File: src/rtl/chm_pkg.sv
package chm_pkg;

  localparam int MAX_BUCKETS_DEF = 1024;
  localparam int ANCHOR_RESET    = 1024;
  localparam int BUCKET_W        = 10;
  localparam int REG_W           = 11;
  localparam int REG_IDX_W       = 2;
  localparam int CMD_W           = 2;
  localparam int KEY_W           = 64;
  localparam int IN_TDATA_W      = 144;
  localparam int OUT_TDATA_W     = 16;
  localparam logic [31:0] CRC_POLY = 32'h82F6_3B78;

  typedef enum logic [CMD_W-1:0] {
    CMD_LOOKUP = 2'd0,
    CMD_REMOVE = 2'd1,
    CMD_ADD    = 2'd2
  } cmd_e;

  typedef enum logic [REG_IDX_W-1:0] {
    REG_ANCHOR_COUNT    = 2'd0,
    REG_INITIAL_WORKING = 2'd1
  } reg_idx_e;

  typedef enum logic [4:0] {
    OP_NOP,
    OP_CLR,
    OP_CAP,
    OP_CRC,
    OP_MODI,
    OP_MOD,
    OP_HRD,
    OP_LRB,
    OP_DEC,
    OP_REH,
    OP_EDM,
    OP_ERK,
    OP_TDM,
    OP_TRK,
    OP_TCMP,
    OP_LOUT,
    OP_R1,
    OP_R2,
    OP_A1,
    OP_A2,
    OP_A3,
    OP_REJ
  } dp_op_e;

  typedef struct packed {
    logic             cfg_hit;
    logic             clr_last;
    logic             crc_last;
    logic             mod_last;
    logic             first;
    logic             rb_zero;
    logic             take;
    logic             same;
    logic             cont;
    logic             add_rej;
    logic             out_free;
    logic [CMD_W-1:0] cmd;
  } dp_status_t;

endpackage

File: src/rtl/chm_ctrl.sv
module chm_ctrl (
  input  logic                clk_i,
  input  logic                rst_ni,
  input  logic                in_valid_i,
  output logic                in_ready_o,
  input  chm_pkg::dp_status_t status_i,
  output chm_pkg::dp_op_e     op_o
);
  import chm_pkg::*;

  localparam logic [4:0] S_IDLE = 5'd0;
  localparam logic [4:0] S_CLR  = 5'd1;
  localparam logic [4:0] S_DISP = 5'd2;
  localparam logic [4:0] S_CRC  = 5'd3;
  localparam logic [4:0] S_MODI = 5'd4;
  localparam logic [4:0] S_MOD  = 5'd5;
  localparam logic [4:0] S_HRD  = 5'd6;
  localparam logic [4:0] S_LRB  = 5'd7;
  localparam logic [4:0] S_CHK  = 5'd8;
  localparam logic [4:0] S_REH  = 5'd9;
  localparam logic [4:0] S_DEC  = 5'd10;
  localparam logic [4:0] S_EDM  = 5'd11;
  localparam logic [4:0] S_ERK  = 5'd12;
  localparam logic [4:0] S_TDM  = 5'd13;
  localparam logic [4:0] S_TRK  = 5'd14;
  localparam logic [4:0] S_TCMP = 5'd15;
  localparam logic [4:0] S_LOUT = 5'd16;
  localparam logic [4:0] S_R1   = 5'd17;
  localparam logic [4:0] S_R2   = 5'd18;
  localparam logic [4:0] S_A1   = 5'd19;
  localparam logic [4:0] S_A2   = 5'd20;
  localparam logic [4:0] S_A3   = 5'd21;
  localparam logic [4:0] S_BAD  = 5'd22;

  logic [4:0] state_q, state_d;

  always_comb begin
    state_d    = state_q;
    op_o       = OP_NOP;
    in_ready_o = 1'b0;
    if (status_i.cfg_hit) begin
      state_d = S_CLR;
    end else begin
      unique case (state_q)
        S_IDLE: begin
          in_ready_o = 1'b1;
          if (in_valid_i) begin
            op_o    = OP_CAP;
            state_d = S_DISP;
          end
        end
        S_CLR: begin
          op_o = OP_CLR;
          if (status_i.clr_last) state_d = S_IDLE;
        end
        S_DISP: begin
          unique case (status_i.cmd)
            CMD_LOOKUP: state_d = S_CRC;
            CMD_REMOVE: state_d = S_R1;
            CMD_ADD:    state_d = S_A1;
            default:    state_d = S_BAD;
          endcase
        end
        S_CRC: begin
          op_o = OP_CRC;
          if (status_i.crc_last) state_d = S_MODI;
        end
        S_MODI: begin
          op_o    = OP_MODI;
          state_d = S_MOD;
        end
        S_MOD: begin
          op_o = OP_MOD;
          if (status_i.mod_last) state_d = S_HRD;
        end
        S_HRD: begin
          op_o    = OP_HRD;
          state_d = status_i.first ? S_LRB : S_DEC;
        end
        S_LRB: begin
          op_o    = OP_LRB;
          state_d = S_CHK;
        end
        S_CHK: begin
          state_d = status_i.rb_zero ? S_LOUT : S_REH;
        end
        S_REH: begin
          op_o    = OP_REH;
          state_d = S_CRC;
        end
        S_DEC: begin
          op_o = OP_DEC;
          priority if (status_i.take) state_d = S_CHK;
          else if (status_i.same) state_d = S_EDM;
          else state_d = S_TDM;
        end
        S_EDM: begin
          op_o    = OP_EDM;
          state_d = S_ERK;
        end
        S_ERK: begin
          op_o    = OP_ERK;
          state_d = S_LRB;
        end
        S_TDM: begin
          op_o    = OP_TDM;
          state_d = S_TRK;
        end
        S_TRK: begin
          op_o    = OP_TRK;
          state_d = S_TCMP;
        end
        S_TCMP: begin
          op_o    = OP_TCMP;
          state_d = status_i.cont ? S_TDM : S_CHK;
        end
        S_LOUT: begin
          if (status_i.out_free) begin
            op_o    = OP_LOUT;
            state_d = S_IDLE;
          end
        end
        S_R1: begin
          op_o    = OP_R1;
          state_d = S_R2;
        end
        S_R2: begin
          if (status_i.out_free) begin
            op_o    = OP_R2;
            state_d = S_IDLE;
          end
        end
        S_A1: begin
          if (!status_i.add_rej) begin
            op_o    = OP_A1;
            state_d = S_A2;
          end else if (status_i.out_free) begin
            op_o    = OP_REJ;
            state_d = S_IDLE;
          end
        end
        S_A2: begin
          op_o    = OP_A2;
          state_d = S_A3;
        end
        S_A3: begin
          if (status_i.out_free) begin
            op_o    = OP_A3;
            state_d = S_IDLE;
          end
        end
        S_BAD: begin
          if (status_i.out_free) begin
            op_o    = OP_REJ;
            state_d = S_IDLE;
          end
        end
        default: state_d = S_IDLE;
      endcase
    end
  end

  always_ff @(posedge clk_i or negedge rst_ni) begin
    if (!rst_ni) begin
      state_q <= S_CLR;
    end else begin
      state_q <= state_d;
    end
  end

  assert property (@(posedge clk_i) disable iff (!rst_ni)
    in_ready_o |-> state_q == S_IDLE)
    else $error("Input taken outside idle.");
  assert property (@(posedge clk_i) disable iff (!rst_ni)
    (state_q == S_CHK && !status_i.cfg_hit && status_i.rb_zero) |=> state_q == S_LOUT)
    else $error("Working bucket did not end the lookup.");
  assert property (@(posedge clk_i) disable iff (!rst_ni)
    (op_o == OP_CAP) |-> in_valid_i)
    else $error("Capture without a beat.");

endmodule

File: config.mk
export PLATFORM = sky130hd
export DESIGN_NAME = chm_ctrl
export DESIGN_NICKNAME = d
export VERILOG_FILES = /design/src/rtl/chm_pkg.sv /design/src/rtl/chm_ctrl.sv
export SDC_FILE = /design/constraint.sdc
export NUM_CORES = 1
export LEC_CHECK = 0
export ABC_AREA = 1
export BUFFER_PORTS_ARGS = -buffer_cell sky130_fd_sc_hd__buf_2
export CAP_MARGIN = 10
export CORE_MARGIN = 4
export CORE_UTILIZATION = 40
export CTS_CLUSTER_DIAMETER = 80
export DETAILED_ROUTE_END_ITERATION = 10
export GPL_TIMING_DRIVEN = 0
export PLACE_DENSITY = 0.71
export SETUP_SLACK_MARGIN = 0.02
export SYNTH_ARGS = -nofsm -noshare
export SYNTH_HDL_FRONTEND = slang
export SYNTH_SLANG_ARGS = --single-unit
File: constraint.sdc
create_clock -name clk_i -period 4.6 [get_ports clk_i]
set_clock_uncertainty 0.2 [all_clocks]
set_input_delay 0.23 -clock clk_i [delete_from_list [all_inputs] [get_ports clk_i]]
set_output_delay 0.23 -clock clk_i [all_outputs]
set_load 0.01 [all_outputs]
==> flow_summary_export.csv, run 1 <==
group,metric,value,unit
place,gp_congestion,0.953,
detailed_routing,routed_via_density,5.21,
timing,timing.setup.tns,0,ps
clock_tree,cts_buffer_depth,2,
final_layout,largest_reg_flops,5,
power,switching_power,59.3,µW
place,port_buffers,21,
outcome,status,"finished, final reports clean",
floorplan,dieArea,0.00318,mm²
clock_tree,htreeDepth,1,
floorplan,ios,22,
timing,setup_ws,2370,ps
final_layout,layout.nets,228,
detailed_routing,vias,1246,
job,max-cap-violations,0,
yosys,yosys.area.top_type,"nand2_1",
detailed_routing,antenna_left,0,
power,seq_power_share,30.7,%
setup_path,crit_path_max_fanout,6,
timing,setup_violations,0,
final_layout,syn2layout_area_growth,18.8,%
yosys,yosys_register_bits,5,
global_route,grt_pass1_vias,988,
detailed_routing,drt-pass1-iter-count,5,
clock_tree,post-cts-setup-buffer-count,0,
clock_tree,cts_buffers,3,
floorplan,die_w,56.4,µm
power,combinationalPowerShare,38.3,%
power,intPower,102,µW
clock_tree,cts-root-buf,"clkbuf_4",
place,numPlacedInstances,234,
power,ir_worst_vdd,0.000207,V
final_layout,fin_cells,239,
yosys,synthDistinctLibCells,20,
clock_tree,cts_tree,"done",
power,total_power,161,µW
timing,worst_pin_slew,290,ps
setup_path,worstSetupPathType,"reg -> out",
timing,rsz0062_at_grt,"false",
timing,fmax,449,MHz
setup_path,critical_path_arrival,1800,ps
place,place_ws,2660,ps
timing,hold_violations,0,
floorplan,rows,17,
timing,report.final.slew_viol_count,0,
global_route,grt_max_degree,11,
clock_tree,clk_latency,240,ps
detailed_routing,drt-total-wl,2790,µm
power,clockPowerShare,31.0,%
final_layout,design_area,0.00111,mm²
power,power.density,145,mW/mm²
final_layout,regMostFlops,"state_q",
power,power_switching_share,36.7,%
worst_hold_path,hold_class,"in -> reg",
place,place_area,0.00108,mm²
timing,finalCritPeriodShare,48.4,%
final_layout,drive_gt1_share,19.0,%
global_route,grt_first_pass_wirelength,4240,µm
place,place_hpwl,2250,µm
clock_tree,clk_pin_slew_worst_paths,40,ps
floorplan,dieHeight,56.4,µm
final_layout,diodes,0,
yosys,synth_top_area_share,21.2,%
setup_path,r2r_slack,2790,ps
global_route,antenna_found_initial,0,
timing,relSlewSlack,80.5,%
floorplan,coreArea,0.00221,mm²
yosys,synth.area.top_cells,"nand2_1 (21%), nor2_1 (15%), nand3_1 (13%)",
clock_tree,cts_resized,0,
detailed_routing,wire_per_inst,11.7,µm
yosys,synth_area,937,µm²
global_route,grt_use_total,16.6,%
detailed_routing,drc_errors,0,
clock_tree,clkSinkCount,5,
setup_path,critPathLaunchType,"register",
setup_path,crit_path_end_kind,"output pin",
detailed_routing,drtIter0Drc,71,
yosys,synthesis.instances,185,
final_layout,top_regs,"state_q x5",
clock_tree,hold_buffers,1,
global_route,grt_overflow_total,0,
timing,period_needed,2230,ps
yosys,avgSynthCellArea,5.07,µm²
power,leakagePower,0.000702,µW
yosys,seq_area_frac_synth,13.5,%
setup_path,cp_data_required_time,4170,ps
yosys,synthesis.nets,201,
floorplan,floorplan.initialDensity,42.4,%
yosys,yosysWarnings,0,
-- power groups by stage --
stage / Combinational, µW / Sequential [µW] / Clock, µW
2_1_floorplan: 39.6 / 49.1 / 0
5_1_grt: 67.7 / 49.6 / 57.0
4_1_cts: 60.9 / 49.3 / 52.0
3_3_place_gp: 59.9 / 49.9 / 0
6_report: 61.9 / 49.6 / 50.0
3_5_place_dp: 60.0 / 49.9 / 0
-- through the flow --
stage / hold slack, ps / utilization [%]
after floorplan: -266 / -
after global placement: -154 / 48.7
after detailed placement: -154 / 48.7
after CTS: 8.83 / 50.3
after global routing: 13.0 / 50.3
final: 19.1 / 50.3
-- final timing paths --
check	startpoint	endpoint	cells past startpoint
worst min-delay path	status_i[12]	state_q[3]	2
worst max register to register	state_q[0]	state_q[1]	9
worst max-delay path	state_q[0]	op_o[0]	8
max in group asynchronous	rst_ni	state_q[0]	2
worst min register to register	state_q[0]	state_q[0]	2
min in group asynchronous	rst_ni	state_q[4]	2
-- Yosys cell counts (all sizes together) --
master	instances
nand2	53
nor2	44
inv	29
nand3	25
nand4	7
o21ai	7
a21oi	6
dfrtp	4
nor3	3
buf	2
clkbuf	1
dfstp	1
nand3b	1
nor3b	1
nor4	1
-- cell type report --
cell class	count	area, µm²
Fill cell	261	1100
Multi-Input combinational cell	148	666
Sequential cell	5	126
Timing Repair Buffer	22	115
Inverter	29	109
Buffer	3	36.3
Tap cell	28	35.0
Clock buffer	4	26.3
-- cells in the final DEF (no fill, tap or decap), types with 4 or more instances in the layout --
master and n:
nand2_1 53, nor2_1 37, inv_1 26, nand3_1 24, buf_2 21, nand4_1 7
nor2_2 6, o21ai_0 6, a21oi_1 6, dfrtp_1 4
-- critical path, cell delays in order (launching register included) --
cell and delay, ps:
dfstp_2 600, inv_2 80, nand3_1 190, nor2_1 100, nor2_2 130, o21ai_0 100
o21ai_0 170, inv_1 50, buf_2 130
-- metal layers --
metal | wire length [µm] | part of all wire (%) | global-route usage (%) | vias up
li1 | - | - | - | 641
met1 | 1210 | 43 | 23.0 | 524
met2 | 1220 | 44 | 25.7 | 75
met3 | 309 | 11 | 3.68 | 6
met4 | 55 | 2.0 | 4.75 | 0
met5 | 0 | 0 | 0 | -
-- cell families after synthesis --
group | share of synthesized area [%]
AND/OR/NAND/NOR | 63.7
buffers and inverters | 15.5
AO/OA/AOI/OAI | 7.34
flip-flops | 13.5
Power figures use the tool's default switching activity.
==> inputs of run 2 (changes only) <==
clock period = 2.2 ns   (was 4.6 ns; I/O delays follow)
==> run 2 against run 1 <==
  * Cell area grew 4.3%
  * Combinational power rose by 120%
  * Power up 110%
  * Routed wire length rose by 2.7%
  * Sequential cell count is the same
  * Worst hold slack got worse by 11 ps
  * Utilization increased by 2.1 points
  * Clock power grew 110%
  * Largest power group unchanged
  * Highest routed layer unchanged
==> flow_summary_export.csv, run 2 (synthesis gave the netlist of run 1 again) <==
group,metric,value,unit
timing,period_needed,2080,ps
final_layout,seq_area,126,µm²
detailed_routing,drt-met1-wl,1220,µm
final_layout,fin_util,52.5,%
floorplan,floorplan.initialDensity,42.4,%
timing,hold_violations,0,
timing,timing.setup.tns,0,ps
floorplan,dieArea,0.00318,mm²
job,max-cap-violations,0,
power,ir_worst_vdd,0.000434,V
final_layout,multi_input_area,678,µm²
detailed_routing,wire_per_inst,11.8,µm
final_layout,fillers,257,
detailed_routing,vias,1255,
final_layout,syn2layout_area_growth,23.9,%
clock_tree,cts_tree,"done",
place,port_buffers,21,
final_layout,layout.nets,232,
setup_path,worstSetupPathType,"reg -> out",
setup_path,r2r-start,"state_q[0]",
setup_path,critPathLaunchType,"register",
detailed_routing,routed_via_density,5.16,
clock_tree,htreeDepth,1,
detailed_routing,top_layer,"met4",
clock_tree,cts-root-buf,"clkbuf_4",
final_layout,largest_reg_flops,5,
timing,report.final.slew_viol_count,0,
setup_path,crit_path_end_kind,"output pin",
outcome,status,"finished, final reports clean",
global_route,grt_first_pass_wirelength,4310,µm
clock_tree,clk_pin_slew_worst_paths,40,ps
timing,fmax,481,MHz
setup_path,critical_path_arrival,1770,ps
setup_path,r2r_slack,400,ps
global_route,grt_use_total,16.8,%
final_layout,layout_common_cells,"nand2_1 (52), nor2_1 (37), inv_1 (26)",
power,total_power,344,µW
place,gp_congestion,0.953,
detailed_routing,drtIter0Drc,104,
detailed_routing,drt-total-wl,2870,µm
floorplan,rows,17,
power,leakagePower,0.000723,µW
setup_path,rr_endpoint,"state_q[2]",
place,place_hpwl,2250,µm
final_layout,regMostFlops,"state_q",
detailed_routing,met3_wirelength,315,µm
final_layout,final_common_cell,"nand2_1",
floorplan,dieHeight,56.4,µm
final_layout,drive_gt1_share,20.5,%
setup_path,worst_r2r_path_depth,9,
global_route,grt_pass1_vias,1003,
floorplan,die_w,56.4,µm
setup_path,cp_data_required_time,1890,ps
timing,setup_violations,0,
global_route,grt_overflow_total,0,
final_layout,top_regs,"state_q x5",
global_route,antenna_found_initial,0,
final_layout,diodes,0,
timing,worst_pin_slew,301,ps
global_route,grt_max_degree,11,
clock_tree,clk_latency,240,ps
worst_hold_path,hold_class,"in -> async",
floorplan,coreArea,0.00221,mm²
clock_tree,clkSinkCount,5,
timing,relSlewSlack,79.7,%
floorplan,ios,22,
power,power.density,297,mW/mm²
detailed_routing,wl_met2,1270,µm
timing,timing.hold.ws,8.55,ps
detailed_routing,antenna_left,0,
detailed_routing,drc_errors,0,
clock_tree,cts_buffers,3,
setup_path,crit_path_max_fanout,6,
detailed_routing,drt-pass1-iter-count,5,
timing,finalCritPeriodShare,94.5,%
timing,rsz0062_at_grt,"false",
clock_tree,cts_buffer_depth,2,
-- run 2: through the flow --
stage               setup slack [ps]  cells  instance area, µm²
floorplan                        640    185                 937
global placement                 349    234                1080
detailed placement               378    234                1080
CTS                              113    241                1130
global route                    35.4    243                1160
finish                           121    243                1160
-- run 2: how the worst max path moves through the flow --
stage	startpoint	end	slack [ps]	depth (start not counted)
finish	state_q[0]	op_o[4]	120	8
global route	state_q[2]	op_o[2]	40	9
CTS	state_q[2]	op_o[1]	110	9
detailed placement	state_q[2]	op_o[1]	380	9
global placement	state_q[2]	op_o[2]	350	9
floorplan	state_q[3]	op_o[2]	640	8
-- run 2: layout make-up --
class,count,share of cell area (%)
inverter,29,9.37
tap,28,3.02
clock buffer,4,2.26
multi-input combinational,148,58.4
sequential,5,10.9
timing repair buffer,26,12.9
buffer,3,3.13
-- run 2: repair_timing --
action	CTS	global route
setup endpoints to repair	0	3
hold endpoints to repair	8	0
hold buffers	3	0
gates resized for setup	0	3
buffers inserted	0	2
-- run 2: where the power goes --
part	internal, µW	leakage, µW	switching (µW)
sequential	97.8	0.0000662	6.26
combinational	52.4	0.000641	84.0
clock	68.4	0.0000150	35.6
-- run 2: worst max-delay path, cell delays in order (launching register included) --
cell,delay [ps]
dfstp_2,610
inv_2,80
nand2_1,90
nand2_1,50
nand2_1,100
nor2_1,90
nor4_1,300
nor2_1,60
buf_2,140
-- run 2: metal layers --
metal | track usage (%) | up-vias
li1 | - | 649
met2 | 26.2 | 75
met3 | 3.68 | 6
met5 | 0 | -
met4 | 4.75 | 0
met1 | 23.3 | 525
==> inputs of run 3 (changes only) <==
CORE_UTILIZATION = 53   (was 40)
PLACE_DENSITY = 0.88   (was 0.71)
==> run 3 against run 2 <==
  * Final cell count shrank 1.6%
  * First-iteration DRC count increased by 17%
  * Sequential power about the same
  * Worst setup slack worse by 35 ps
  * Global-route usage rose by 8.3 points
==> flow_summary_export.csv, run 3 (synthesis gave the netlist of run 1 again) <==
group,metric,value,unit
detailed_routing,routed_via_density,5.72,
timing,fmax,473,MHz
setup_path,crit_buf_inv,3,
power,ir_worst_vdd,0.000308,V
final_layout,regMostFlops,"state_q",
floorplan,dieArea,0.00251,mm²
place,gp_congestion,0.953,
final_layout,layout.nets,232,
final_layout,fillers,149,
detailed_routing,wire_per_inst,12.9,µm
floorplan,dieHeight,50.1,µm
timing,worst_pin_slew,338,ps
outcome,status,"finished, final reports clean",
final_layout,final_common_cell,"nand2_1",
timing,hold_violations,0,
setup_path,r2r_slack,420,ps
final_layout,multi_input_area,681,µm²
timing,relSlewSlack,77.4,%
clock_tree,cts_buffer_depth,2,
setup_path,critPathLaunchType,"register",
place,port_buffers,21,
setup_path,crit_path_max_fanout,6,
global_route,antenna_found_initial,0,
detailed_routing,drc_errors,0,
clock_tree,cts_tree,"done",
job,max-cap-violations,0,
clock_tree,clk_latency,240,ps
final_layout,drive_gt1_share,21.4,%
global_route,grt_first_pass_wirelength,4950,µm
setup_path,worst_r2r_path_depth,8,
clock_tree,clkSinkCount,5,
setup_path,worstSetupPathType,"reg -> out",
global_route,grt_overflow_total,0,
detailed_routing,antenna_left,0,
clock_tree,htreeDepth,1,
global_route,grt_use_total,25.2,%
setup_path,cp_top_family,"flip-flops",
global_route,grt_max_degree,11,
setup_path,cp_cell_sequence,"nand2_2 -> nor2_4 -> inv_1 -> nor2_2 -> nor2_1 -> nand3_1 -> o21ai_0 -> inv_1 -> buf_2",
final_layout,seq_area,128,µm²
floorplan,coreArea,0.00159,mm²
setup_path,cp_common_cell,"inv_1",
timing,timing.setup.tns,0,ps
setup_path,critical_path_arrival,1800,ps
detailed_routing,vias,1367,
final_layout,diodes,0,
floorplan,die_w,50.1,µm
floorplan,ios,22,
timing,rsz0062_at_grt,"true",
final_layout,top_regs,"state_q x5",
setup_path,slowest_stage,"dfstp_2",
setup_path,r2r-start,"state_q[4]",
clock_tree,cts-root-buf,"clkbuf_4",
setup_path,slowest_delay,610,ps
floorplan,rows,14,
power,leakagePower,0.000719,µW
clock_tree,clk_pin_slew_worst_paths,50,ps
final_layout,layout_common_cells,"nand2_1 (52), nor2_1 (36), inv_1 (26)",
setup_path,crit_start,"state_q[0]",
final_layout,fin_util,72.8,%
final_layout,design_area,0.00116,mm²
power,total_power,352,µW
final_layout,fin_cells,239,
detailed_routing,drtIter0Drc,122,
setup_path,cp_data_required_time,1890,ps
final_layout,syn2layout_area_growth,23.8,%
setup_path,crit_path_end_kind,"output pin",
setup_path,endpoint,"op_o[0]",
power,power.density,303,mW/mm²
timing,setup_violations,0,
setup_path,worstSetupPathDepth,9,
place,place_hpwl,2400,µm
worst_hold_path,hold_class,"in -> async",
timing,report.final.slew_viol_count,0,
final_layout,largest_reg_flops,5,
floorplan,floorplan.initialDensity,58.8,%
place,place_area,0.00107,mm²
timing,period_needed,2110,ps
detailed_routing,drt-total-wl,3070,µm
global_route,grt_pass1_vias,1178,
timing,finalCritPeriodShare,96.1,%
setup_path,rr_endpoint,"state_q[1]",
place,numPlacedInstances,230,
detailed_routing,drt-pass1-iter-count,5,
clock_tree,cts_buffers,3,
run 3: worst min-delay path by stage:
stage / startpoint / endpoint / slack (ps)
after floorplan: rst_ni / state_q[1] / -390
after global placement: rst_ni / state_q[4] / -280
after detailed placement: rst_ni / state_q[3] / -260
after CTS: rst_ni / state_q[4] / 20
after global routing: rst_ni / state_q[4] / 50
final: rst_ni / state_q[4] / 20
run 3: metrics by stage:
| step | hold slack [ps] | worst slack [ps] |
|---|---|---|
| after floorplan | -386 | 640 |
| after global placement | -276 | 395 |
| after detailed placement | -261 | 353 |
| after CTS | 20.5 | 91.0 |
| after global routing | 51.1 | -12.1 |
| final | 21.3 | 85.4 |
run 3: power by group:
group / switching, µW / total [µW] / internal [µW]
registers: 6.05 / 104 / 97.6
clock network: 42.2 / 111 / 68.9
logic: 85.9 / 137 / 51.0
run 3: what timing repair did:
action | CTS | global route
setup endpoints to repair | 0 | 4
resized for setup | 0 | 6
hold buffers | 3 | 0
buffers inserted | 0 | 2
hold endpoints to repair | 8 | 0
run 3: layout make-up:
class / instances / area share [%]
plain buffers: 3 / 3.13
flip-flops and latches: 5 / 11.0
well taps: 24 / 2.59
clock buffers: 4 / 2.27
repair buffers: 26 / 12.9
inverters: 29 / 9.39
multi-input cells: 148 / 58.7
run 3: worst register-to-register path: stages, from the launching register on:
cell,delay (ps)
dfrtp_1,400
inv_1,210
nand3_1,230
nor2_1,240
nand2_1,100
nand4_1,130
nor2_2,60
nand2_1,60
nand2_1,40
run 3: per-layer routing:
| layer | vias up | share of wire (%) | GRT usage (%) |
|---|---|---|---|
| met5 | - | 0 | 0 |
| met4 | 0 | 3.9 | 10.6 |
| met3 | 19 | 13 | 3.31 |
| met2 | 116 | 42 | 42.4 |
| met1 | 581 | 41 | 31.6 |
| li1 | 651 | - | - |
